File: config.mk
export PLATFORM = sky130hd
export DESIGN_NAME = config_token_syntax_checker_top_flat
export DESIGN_NICKNAME = d
export VERILOG_FILES = /design/src/hw/rtl/ctsc_pkg.sv /design/src/hw/rtl/ctsc_text_if.sv /design/src/hw/rtl/ctsc_result_if.sv /design/src/hw/rtl/config_token_syntax_checker_top.sv /design/src/flat_wrapper.sv
export SDC_FILE = /design/constraint.sdc
export NUM_CORES = 1
export LEC_CHECK = 0
export ABC_CLOCK_PERIOD_IN_PS = 3000
export BUFFER_PORTS_ARGS = -buffer_cell sky130_fd_sc_hd__buf_2
export CAP_MARGIN = 0
export CORE_ASPECT_RATIO = 0.8
export CORE_UTILIZATION = 52
export CTS_BUF_LIST = sky130_fd_sc_hd__clkbuf_16
export DETAILED_ROUTE_END_ITERATION = 12
export PLACE_DENSITY_LB_ADDON = 0.12
export SLEW_MARGIN = 20
export SYNTH_ARGS = -nofsm -noshare
export SYNTH_HDL_FRONTEND = slang
export SYNTH_SLANG_ARGS = --single-unit
File: constraint.sdc
create_clock -name clk -period 3 [get_ports clk]
set_input_delay 0.45 -clock clk [delete_from_list [all_inputs] [get_ports clk]]
set_output_delay 0.45 -clock clk [all_outputs]
set_load 0.02 [all_outputs]
File: src/hw/rtl/ctsc_pkg.sv
// ----------------------------------------------------------------------------
// ctsc_pkg
// Shared types, codes and helpers of the config token syntax checker.
// ----------------------------------------------------------------------------
package ctsc_pkg;

	// width of the newline counter
	localparam int LINE_BITS    = 20;
	localparam int ERROR_LINE_W = 20;

	// punctuation codes on the result item
	localparam logic [1:0] PUNCT_NONE  = 2'd0;
	localparam logic [1:0] PUNCT_OPEN  = 2'd1;
	localparam logic [1:0] PUNCT_CLOSE = 2'd2;
	localparam logic [1:0] PUNCT_SEMI  = 2'd3;

	// status codes on the result item
	localparam logic [2:0] ST_RUNNING       = 3'd0;
	localparam logic [2:0] ST_VALID         = 3'd1;
	localparam logic [2:0] ST_BAD_CHAR      = 3'd2;
	localparam logic [2:0] ST_UNEXPECTED    = 3'd3;
	localparam logic [2:0] ST_MISSING_CLOSE = 3'd4;
	localparam logic [2:0] ST_MISSING_VALUE = 3'd5;
	localparam logic [2:0] ST_NONE          = 3'd0;

	// grammar states
	localparam logic [1:0] GS_SERVER    = 2'd0;
	localparam logic [1:0] GS_OPEN      = 2'd1;
	localparam logic [1:0] GS_BODY      = 2'd2;
	localparam logic [1:0] GS_DIRECTIVE = 2'd3;

	// token kinds
	localparam logic [2:0] TK_SERVER = 3'd0;
	localparam logic [2:0] TK_WORD   = 3'd1;
	localparam logic [2:0] TK_OPEN   = 3'd2;
	localparam logic [2:0] TK_CLOSE  = 3'd3;
	localparam logic [2:0] TK_SEMI   = 3'd4;

	// characters
	localparam logic [7:0] CH_TAB   = 8'd9;
	localparam logic [7:0] CH_LF    = 8'd10;
	localparam logic [7:0] CH_CR    = 8'd13;
	localparam logic [7:0] CH_SPACE = 8'd32;
	localparam logic [7:0] CH_OPEN  = "{";
	localparam logic [7:0] CH_CLOSE = "}";
	localparam logic [7:0] CH_SEMI  = ";";

	// keyword length
	localparam logic [2:0] KW_LEN = 3'd6;

	// input item payload
	typedef struct packed {
		logic [7:0] ch;
		logic       end_marker;
	} text_t;

	// result item payload
	typedef struct packed {
		logic                    word_ended;
		logic [1:0]              punct;
		logic [2:0]              status;
		logic [ERROR_LINE_W-1:0] error_line;
	} result_t;

	// grammar tracker state
	typedef struct packed {
		logic [1:0] gs;
		logic       halted;
		logic [2:0] held;
	} gram_t;

	// characters of the keyword "server"
	function automatic logic [7:0] kw_char(input logic [2:0] idx);
		logic [7:0] c;
		case (idx)
			3'd0:    c = "s";
			3'd1:    c = "e";
			3'd2:    c = "r";
			3'd3:    c = "v";
			3'd4:    c = "e";
			3'd5:    c = "r";
			default: c = 8'h00;
		endcase
		return c;
	endfunction

	// one token through the grammar; the first error halts the tracker
	function automatic gram_t gram_step(input gram_t g, input logic [2:0] kind);
		gram_t      r;
		logic       ok;
		logic [1:0] nxt;
		r   = g;
		ok  = 1'b0;
		nxt = g.gs;
		if (!g.halted) begin
			unique case (g.gs)
				GS_SERVER: begin
					ok  = (kind == TK_SERVER);
					nxt = GS_OPEN;
				end
				GS_OPEN: begin
					ok  = (kind == TK_OPEN);
					nxt = GS_BODY;
				end
				GS_BODY: begin
					if (kind == TK_CLOSE) begin
						ok  = 1'b1;
						nxt = GS_SERVER;
					end else if (kind == TK_SERVER || kind == TK_WORD) begin
						ok  = 1'b1;
						nxt = GS_DIRECTIVE;
					end
				end
				default: begin
					if (kind == TK_SEMI) begin
						ok  = 1'b1;
						nxt = GS_BODY;
					end else if (kind == TK_SERVER || kind == TK_WORD) begin
						ok  = 1'b1;
						nxt = GS_DIRECTIVE;
					end
				end
			endcase
			if (ok) begin
				r.gs = nxt;
			end else begin
				r.held   = ST_UNEXPECTED;
				r.halted = 1'b1;
			end
		end
		return r;
	endfunction

endpackage

File: src/hw/rtl/ctsc_text_if.sv
// ----------------------------------------------------------------------------
// ctsc_text_if
// Input channel of the syntax checker: one text byte or end marker per item.
// ----------------------------------------------------------------------------
interface ctsc_text_if;
	logic       valid;
	logic       ready;
	logic [7:0] ch;
	logic       end_marker;

	modport source (output valid, output ch, output end_marker, input ready);
	modport sink   (input valid, input ch, input end_marker, output ready);
endinterface

File: src/hw/rtl/ctsc_result_if.sv
// ----------------------------------------------------------------------------
// ctsc_result_if
// Result channel of the syntax checker: one result item per input item.
// ----------------------------------------------------------------------------
interface ctsc_result_if;
	logic        valid;
	logic        ready;
	logic        word_ended;
	logic [1:0]  punct;
	logic [2:0]  status;
	logic [19:0] error_line;

	modport source (output valid, output word_ended, output punct, output status,
		output error_line, input ready);
	modport sink   (input valid, input word_ended, input punct, input status,
		input error_line, output ready);
endinterface

File: src/hw/rtl/config_token_syntax_checker_top.sv
// ----------------------------------------------------------------------------
// config_token_syntax_checker_top
// Tokeniser and grammar checker for server config text, one byte per item.
// ----------------------------------------------------------------------------
// Bytes enter on text, one per cycle, and each one gives exactly one result
// item through the input register, then the result register; a new item is
// taken in every cycle while the result side keeps up. The result reports a
// word that ended just before the byte and the punctuation token of the byte.
// An item with end_marker set closes any open word and reports the verdict
// (valid, unexpected token, missing close brace or missing value), then the
// checker returns to its reset state for the next text. After the first
// grammar error every byte reports nothing until the end marker. Newlines are
// counted for bad character reports, which this character set never raises.
module config_token_syntax_checker_top
	import ctsc_pkg::*;
(
	input  logic          clk,
	input  logic          arst_n,
	ctsc_text_if.sink     text,
	ctsc_result_if.source result
);

	// input register
	logic        valid_s1;
	text_t       text_s1;

	// result register
	logic        valid_q;
	result_t     res_q;

	// checker state
	gram_t                gram_q;
	logic                 in_word_q;
	logic [2:0]           kw_idx_q;
	logic                 kw_match_q;
	logic [LINE_BITS-1:0] line_q;

	// next-state and result values
	gram_t                gram_n;
	logic                 in_word_n;
	logic [2:0]           kw_idx_n;
	logic                 kw_match_n;
	logic [LINE_BITS-1:0] line_n;
	result_t              res_n;

	logic advance;

	// flow control
	assign advance    = !valid_q || result.ready;
	assign text.ready = !valid_s1 || advance;

	// tokenise and check one byte
	always_comb begin
		logic       is_server;
		logic       space;
		logic [1:0] p;
		logic       word_start;
		logic [2:0] idx0;
		logic       m0;
		gram_t      g;
		gram_n     = gram_q;
		in_word_n  = in_word_q;
		kw_idx_n   = kw_idx_q;
		kw_match_n = kw_match_q;
		line_n     = line_q;
		res_n      = '0;
		is_server  = kw_match_q && (kw_idx_q == KW_LEN);
		space      = ((text_s1.ch >= CH_TAB) && (text_s1.ch <= CH_CR)) ||
			(text_s1.ch == CH_SPACE);
		p          = (text_s1.ch == CH_OPEN)  ? PUNCT_OPEN  :
			(text_s1.ch == CH_CLOSE) ? PUNCT_CLOSE :
			(text_s1.ch == CH_SEMI)  ? PUNCT_SEMI  : PUNCT_NONE;
		word_start = !in_word_q;
		idx0       = word_start ? 3'd0 : kw_idx_q;
		m0         = word_start ? 1'b1 : kw_match_q;
		g          = gram_q;

		if (text_s1.end_marker) begin
			// close an open word, then give the verdict and reset
			if (!gram_q.halted && in_word_q) begin
				res_n.word_ended = 1'b1;
				g = gram_step(g, is_server ? TK_SERVER : TK_WORD);
			end
			if (g.held != ST_NONE) begin
				res_n.status = g.held;
			end else begin
				unique case (g.gs)
					GS_SERVER: res_n.status = ST_VALID;
					GS_BODY:   res_n.status = ST_MISSING_CLOSE;
					default:   res_n.status = ST_MISSING_VALUE;
				endcase
			end
			gram_n.gs     = GS_SERVER;
			gram_n.halted = 1'b0;
			gram_n.held   = ST_NONE;
			in_word_n     = 1'b0;
			kw_idx_n      = 3'd0;
			kw_match_n    = 1'b1;
			line_n        = '0;
		end else begin
			if (!gram_q.halted) begin
				if (!space && p == PUNCT_NONE) begin
					// word character: keep matching the keyword
					in_word_n = 1'b1;
					if (m0 && (idx0 < KW_LEN) && (text_s1.ch == kw_char(idx0))) begin
						kw_idx_n   = idx0 + 3'd1;
						kw_match_n = m0;
					end else begin
						kw_idx_n   = idx0;
						kw_match_n = 1'b0;
					end
				end else begin
					// separator: close the word, then the punctuation token
					if (in_word_q) begin
						res_n.word_ended = 1'b1;
						in_word_n        = 1'b0;
						g = gram_step(g, is_server ? TK_SERVER : TK_WORD);
					end
					if (p != PUNCT_NONE) begin
						res_n.punct = p;
						g = gram_step(g, (p == PUNCT_OPEN) ? TK_OPEN :
							(p == PUNCT_CLOSE) ? TK_CLOSE : TK_SEMI);
					end
					gram_n = g;
				end
			end
			// saturating newline count
			if (text_s1.ch == CH_LF && line_q != {LINE_BITS{1'b1}}) begin
				line_n = line_q + LINE_BITS'(1);
			end
			res_n.status = ST_RUNNING;
		end
		res_n.error_line = (res_n.status == ST_BAD_CHAR) ? ERROR_LINE_W'(line_q) :
			ERROR_LINE_W'(0);
	end

	// input register
	always_ff @(posedge clk or negedge arst_n) begin
		if (!arst_n) begin
			valid_s1 <= 1'b0;
		end else if (text.ready) begin
			valid_s1 <= text.valid;
		end
	end

	always_ff @(posedge clk) begin
		if (text.ready && text.valid) begin
			text_s1.ch         <= text.ch;
			text_s1.end_marker <= text.end_marker;
		end
	end

	// checker state and result register
	always_ff @(posedge clk or negedge arst_n) begin
		if (!arst_n) begin
			valid_q     <= 1'b0;
			gram_q.gs     <= GS_SERVER;
			gram_q.halted <= 1'b0;
			gram_q.held   <= ST_NONE;
			in_word_q   <= 1'b0;
			kw_idx_q    <= 3'd0;
			kw_match_q  <= 1'b1;
			line_q      <= '0;
		end else if (advance) begin
			valid_q <= valid_s1;
			if (valid_s1) begin
				gram_q     <= gram_n;
				in_word_q  <= in_word_n;
				kw_idx_q   <= kw_idx_n;
				kw_match_q <= kw_match_n;
				line_q     <= line_n;
			end
		end
	end

	always_ff @(posedge clk) begin
		if (advance && valid_s1) begin
			res_q <= res_n;
		end
	end

	// result channel
	assign result.valid      = valid_q;
	assign result.word_ended = res_q.word_ended;
	assign result.punct      = res_q.punct;
	assign result.status     = res_q.status;
	assign result.error_line = res_q.error_line;

endmodule

File: src/flat_wrapper.sv
// flat-port wrapper written by rule: the top's interface ports become plain ports
module config_token_syntax_checker_top_flat import ctsc_pkg::*;
  (clk, arst_n, text_valid, text_ch, text_end_marker, text_ready, result_valid, result_word_ended, result_punct, result_status, result_error_line, result_ready);
  ctsc_text_if text_i ();
  ctsc_result_if result_i ();
  input  logic clk;
  input  logic arst_n;
  input wire logic [$bits(text_i.valid)-1:0] text_valid;
  input wire logic [$bits(text_i.ch)-1:0] text_ch;
  input wire logic [$bits(text_i.end_marker)-1:0] text_end_marker;
  output wire logic [$bits(text_i.ready)-1:0] text_ready;
  output wire logic [$bits(result_i.valid)-1:0] result_valid;
  output wire logic [$bits(result_i.word_ended)-1:0] result_word_ended;
  output wire logic [$bits(result_i.punct)-1:0] result_punct;
  output wire logic [$bits(result_i.status)-1:0] result_status;
  output wire logic [$bits(result_i.error_line)-1:0] result_error_line;
  input wire logic [$bits(result_i.ready)-1:0] result_ready;
  assign text_i.valid = text_valid;
  assign text_i.ch = text_ch;
  assign text_i.end_marker = text_end_marker;
  assign text_ready = text_i.ready;
  assign result_valid = result_i.valid;
  assign result_word_ended = result_i.word_ended;
  assign result_punct = result_i.punct;
  assign result_status = result_i.status;
  assign result_error_line = result_i.error_line;
  assign result_i.ready = result_ready;
  config_token_syntax_checker_top u_core (.clk(clk), .arst_n(arst_n), .text(text_i), .result(result_i));
endmodule
* Word level (Yosys, flattened, before mapping) *
Index checks and enable logic that the tools add are counted.

operators by class
  $add $sub $neg = 2
  magnitude comparators = 3
  equality and inequality tests = 31
  multiplexer cells = 80
  bitwise logic cells = 1
  reduce and logical (&&, ||, !) cells = 37

operator list
  operator                                                        number
  2-to-1 mux 6 bit                                                12
  2-to-1 mux 20 bit                                               2
  2-to-1 mux 3 bit                                                11
  2-to-1 mux 1 bit                                                30
  case mux 7 bit (4 select lines)                                 1
  2-to-1 mux 2 bit                                                13
  2-to-1 mux 8 bit                                                3
  equality test 3 x 2 -> 1 bit, second input constant             7
  adder 20 x 1 -> 20 bit, second input constant                   1
  inequality test 20 bit, second input constant                   1
  equality test 8 x 6 -> 1 bit, second input constant             2
  equality test 8 x 7 -> 1 bit, second input constant             2
  equality test 3 bit, second input constant                      5
  2-to-1 mux 4 bit                                                3
  case mux 2 bit (3 select lines)                                 2
  equality test 3 x 1 -> 1 bit, second input constant             3
  logical AND 1 bit                                               9
  logical NOT 3 bit                                               3
  equality test 2 bit, second input constant                      4
  equality test 8 x 4 -> 1 bit, second input constant             1
  equality test 8 bit                                             1
  >= comparator 8 x 4 -> 1 bit, second input constant             1
  less-or-equal comparator 8 x 4 -> 1 bit, second input constant  1
  logical NOT 2 bit                                               4
  other kinds (16)                                                32

storage, ports and cells
  register bits = 68
  output and inout port bits = 28

* Logic depth before layout (Yosys ltp) *
  depth in word-level cells = 30
  depth in mapped cells = 9
  gate-level depth less buffers = 9

* Worst setup path after synthesis *
OpenSTA, ideal clock, no wires.

  kind = reg-to-reg
  from = reg u_core.line_q[0]
  to = reg u_core.line_q[12]
  library setup time = 0.078 ns
  data arrival time = 2.268 ns
  required time = 2.922 ns
  slack = 0.654 ns
  stages on the path, launching flop included = 9
  cells stage by stage = dfrtp_1 > ha_1 > nand3_1 > or2_1 > buf_2 > or4_1 > buf_2 > or4_1 > a21oi_1

between the ends
  longest elaborated chain between the ends = 4
  elaborated cells on any way between the ends = 7
  classes of those cells = add/sub (1); eq/ne (1); mux (2); reduce/logical (3)

ends and longest elaborated chain
  element                                                                         RTL line                                text
  start, declared                                                                 config_token_syntax_checker_top.sv:36   logic [LINE_BITS-1:0] line_q;
  start signal, assigned                                                          config_token_syntax_checker_top.sv:171  line_q <= line_n;
  parallel branches: the longest is 4 deep, another holds adder 20 x 1 -> 20 bit  n/a

Parallel ways; which one is timed is not known. The select of a mux whose other input is x is not followed.
A chain may end at the register's enable or synchronous reset.

* Worst setup path after layout *
Ends and elaborated chain as after synthesis.

==> impl_metrics.tcl <==
set metrics [dict create \
    worstPathRequired_ns 3.26 \
    clkTransAtPathRegs_ns 0.06 \
    initial_core_util_pct 55.3 \
    diodes 0 \
    clk_latency_ns 0.34 \
    ys_types 59 \
    final_hold_viol_count 0 \
    power_density_nw_per_um2 559 \
    htreeDepth 3 \
    grt_first_pass_wirelength_microns 13100 \
    finalInstanceArea_sq_um 4200 \
    seqCellArea_sq_um 1880 \
    grtUsageMet2_pct 33.9 \
    multi_input_area_sq_um 1630 \
    drc 0 \
    place.gp.congestion 0.913 \
    cts_tree "built" \
    core_sq_um 6540 \
    mappedNetlistNets 362 \
    layout.nets 402 \
    synthTopCellsByArea "edfxtp_1 29%, dfrtp_1 22%, and2_1 4.0%" \
    grt_antenna_before_repair 0 \
    maxCapViolCount 0 \
    ios 41 \
    fmax_mhz 387 \
    ys.flop_type "edfxtp_1" \
    synth.top_cells.by_count "35 x edfxtp_1, 32 x dfrtp_1, 31 x nand2_1" \
    cts-root-buf "clkbuf_16" \
    routedWlPerCell_microns 17.0 \
    clkSinkCount 68 \
    criticalPathCategory "flop to flop" \
    ys_seq_area_share_pct 51.9 \
    cts_buffers 9 \
    ant_nets 0 \
    fin_total_pwr_mw 2.34 \
    grt_use_met1_pct 35.7 \
    grt_max_degree 34 \
    ir_drop_v 0.000424 \
    syn-cell-area_sq_um 3620 \
    cp.arrival_ns 2.84 \
    fillCellCount 503 \
    syn_inst 342 \
    yosysTopAreaCell "edfxtp_1" \
    post-route-period-util_pct 86.1 \
    gr-max-usage-layer "met1" \
    grt.total_usage_pct 24.2 \
    holdBufCountCts 0 \
    min_period_ns 2.58 \
    grt_overflow_total 0 \
    drt_iter0_markers 234 \
    cts_resized 0 \
    start_kind "flop" \
    worstMarginPinSlew_ns 0.895 \
    synth_warnings 0 \
    drv_slew 0 \
    place_ws_ns 0.427 \
    die_x_microns 95.3 \
    status "finished, final reports clean" \
    p_leak_nw 1.70 \
    dr.pass1.iters 4 \
    fp.dieH_microns 76.6 \
    fin_util_pct 64.2 \
    drt-vias-per-instance 6.12 \
    syn_avg_cell_area_sq_um 10.6 \
    tns_ns 0 \
    rows 26 \
    wl_microns 8010 \
    synth_edf_count 35 \
    ys_seq_elements 68 \
    worst_slack_ns 0.418 \
    holdWs_ns 0.197 \
    drive_above_1_share_pct 19.1 \
    place_inst 455 \
    netlist.area_leader.share_pct 29.1 \
    rsz0062_at_grt "false" \
    hold_class "input pin to async pin" \
    slew_headroom_pct 39.8 \
    grt_pass1_vias 2624 \
    portBuffers 40 \
    placed_area_sq_um 3900 \
    end_kind "flop" \
    synth.most_common_cell "edfxtp_1" \
    path_max_fanout 10 \
    cts_setup_buffers 0 \
    cts_buffer_depth 2 \
    routed-via-count 2882 \
    grt_use_met3_pct 5.49 \
    die_area_sq_um 7300 \
    synthArstFlopShare_pct 48.5 \
    hpwl_microns 5510 \
    syn_to_final_growth_pct 16.0 \
    finClkSkew_ns 0.00811 \
    stdcell_count 471 \
    setup_viol_count_final 0 \
]
==> path summary, 6_finish.rpt <==
kind,from,slack [ns],to,cells past startpoint
setup / recovery,u_core.line_q[0],0.42,u_core.line_q[12],6
hold / removal,arst_n,0.20,u_core.kw_idx_q[1],1
setup reg to reg,u_core.line_q[0],0.42,u_core.line_q[12],6
hold reg to reg,u_core.kw_match_q,0.48,u_core.kw_match_q,2
max in group asynchronous,arst_n,2.29,u_core.line_q[12],1
min in group clk,text_ch[1],0.28,u_core.text_s1[2],1
==> flip-flops by register name, indices dropped and copies added, names as in the netlist <==
register,count
u_core.result.punct,2
u_core.gram_q,6
u_core.valid_s1,1
u_core.line_q,20
u_core.result.status,3
u_core.result.error_line,20
u_core.kw_match_q,1
u_core.result.valid,1
u_core.text_s1,9
u_core.in_word_q,1
u_core.result.word_ended,1
u_core.kw_idx_q,3
==> where the power goes <==
part	internal [mW]	switching, mW	leakage, nW	total (mW)
logic	0.0801	0.142	0.771	0.222
registers	1.04	0.0421	0.792	1.08
clock network	0.637	0.399	0.139	1.04
total	1.76	0.584	1.70	2.34
==> layer usage <==
metal  part of all wire, %  routed length [microns]
met1                    49                     3910
met3                   5.9                      475
met5                     0                        0
met4                   1.2                       97
met2                    44                     3520
==> worst max-delay path: stages, from the launching register on <==
cell     delay [ns]
dfrtp_1        0.44
ha_1           0.20
nand3_1        0.11
or2_1          0.36
or4_1          0.71
or4_1          0.52
a21oi_1        0.16
==> logic make-up after synthesis <==
group / Yosys count / share of synthesized area (%)
AOI/OAI and AO/OA: 75 / 15.5
DFF: 68 / 51.9
adders and majority gates: 7 / 2.42
and+or+nand+nor: 153 / 24.5
buffers and inverters: 30 / 3.22
muxes: 9 / 2.53
==> area by class of cell <==
| class | instances | area share (%) |
|---|---|---|
| sequential | 68 | 44.8 |
| multi-input combinational | 244 | 38.8 |
| timing repair buffer | 45 | 5.67 |
| clock buffer | 9 | 5.37 |
| tap | 84 | 2.51 |
| clock inverter | 7 | 1.61 |
| inverter | 14 | 1.25 |
==> cells in the final DEF (no fill, tap or decap), types with 3 or more instances in the layout <==
cell type	n
nand4_1	4
dfrtp_1	32
o211a_1	3
and2_1	23
or2_2	3
nand3_1	13
ha_1	7
nor2_1	11
a31oi_1	3
buf_2	40
mux2i_1	8
a21oi_1	13
inv_1	14
o211ai_1	3
nor4b_1	4
edfxtp_1	35
nor3_1	9
o31ai_1	8
nor2b_1	7
o41ai_1	4
o21ai_0	9
and3_1	4
nor4_1	8
buf_4	5
a211oi_1	3
or4_1	9
clkbuf_16	9
nand2_1	31
o221ai_1	3
nand2b_1	10
nand4b_1	3
No activity file was read; power rests on OpenSTA's default activity.
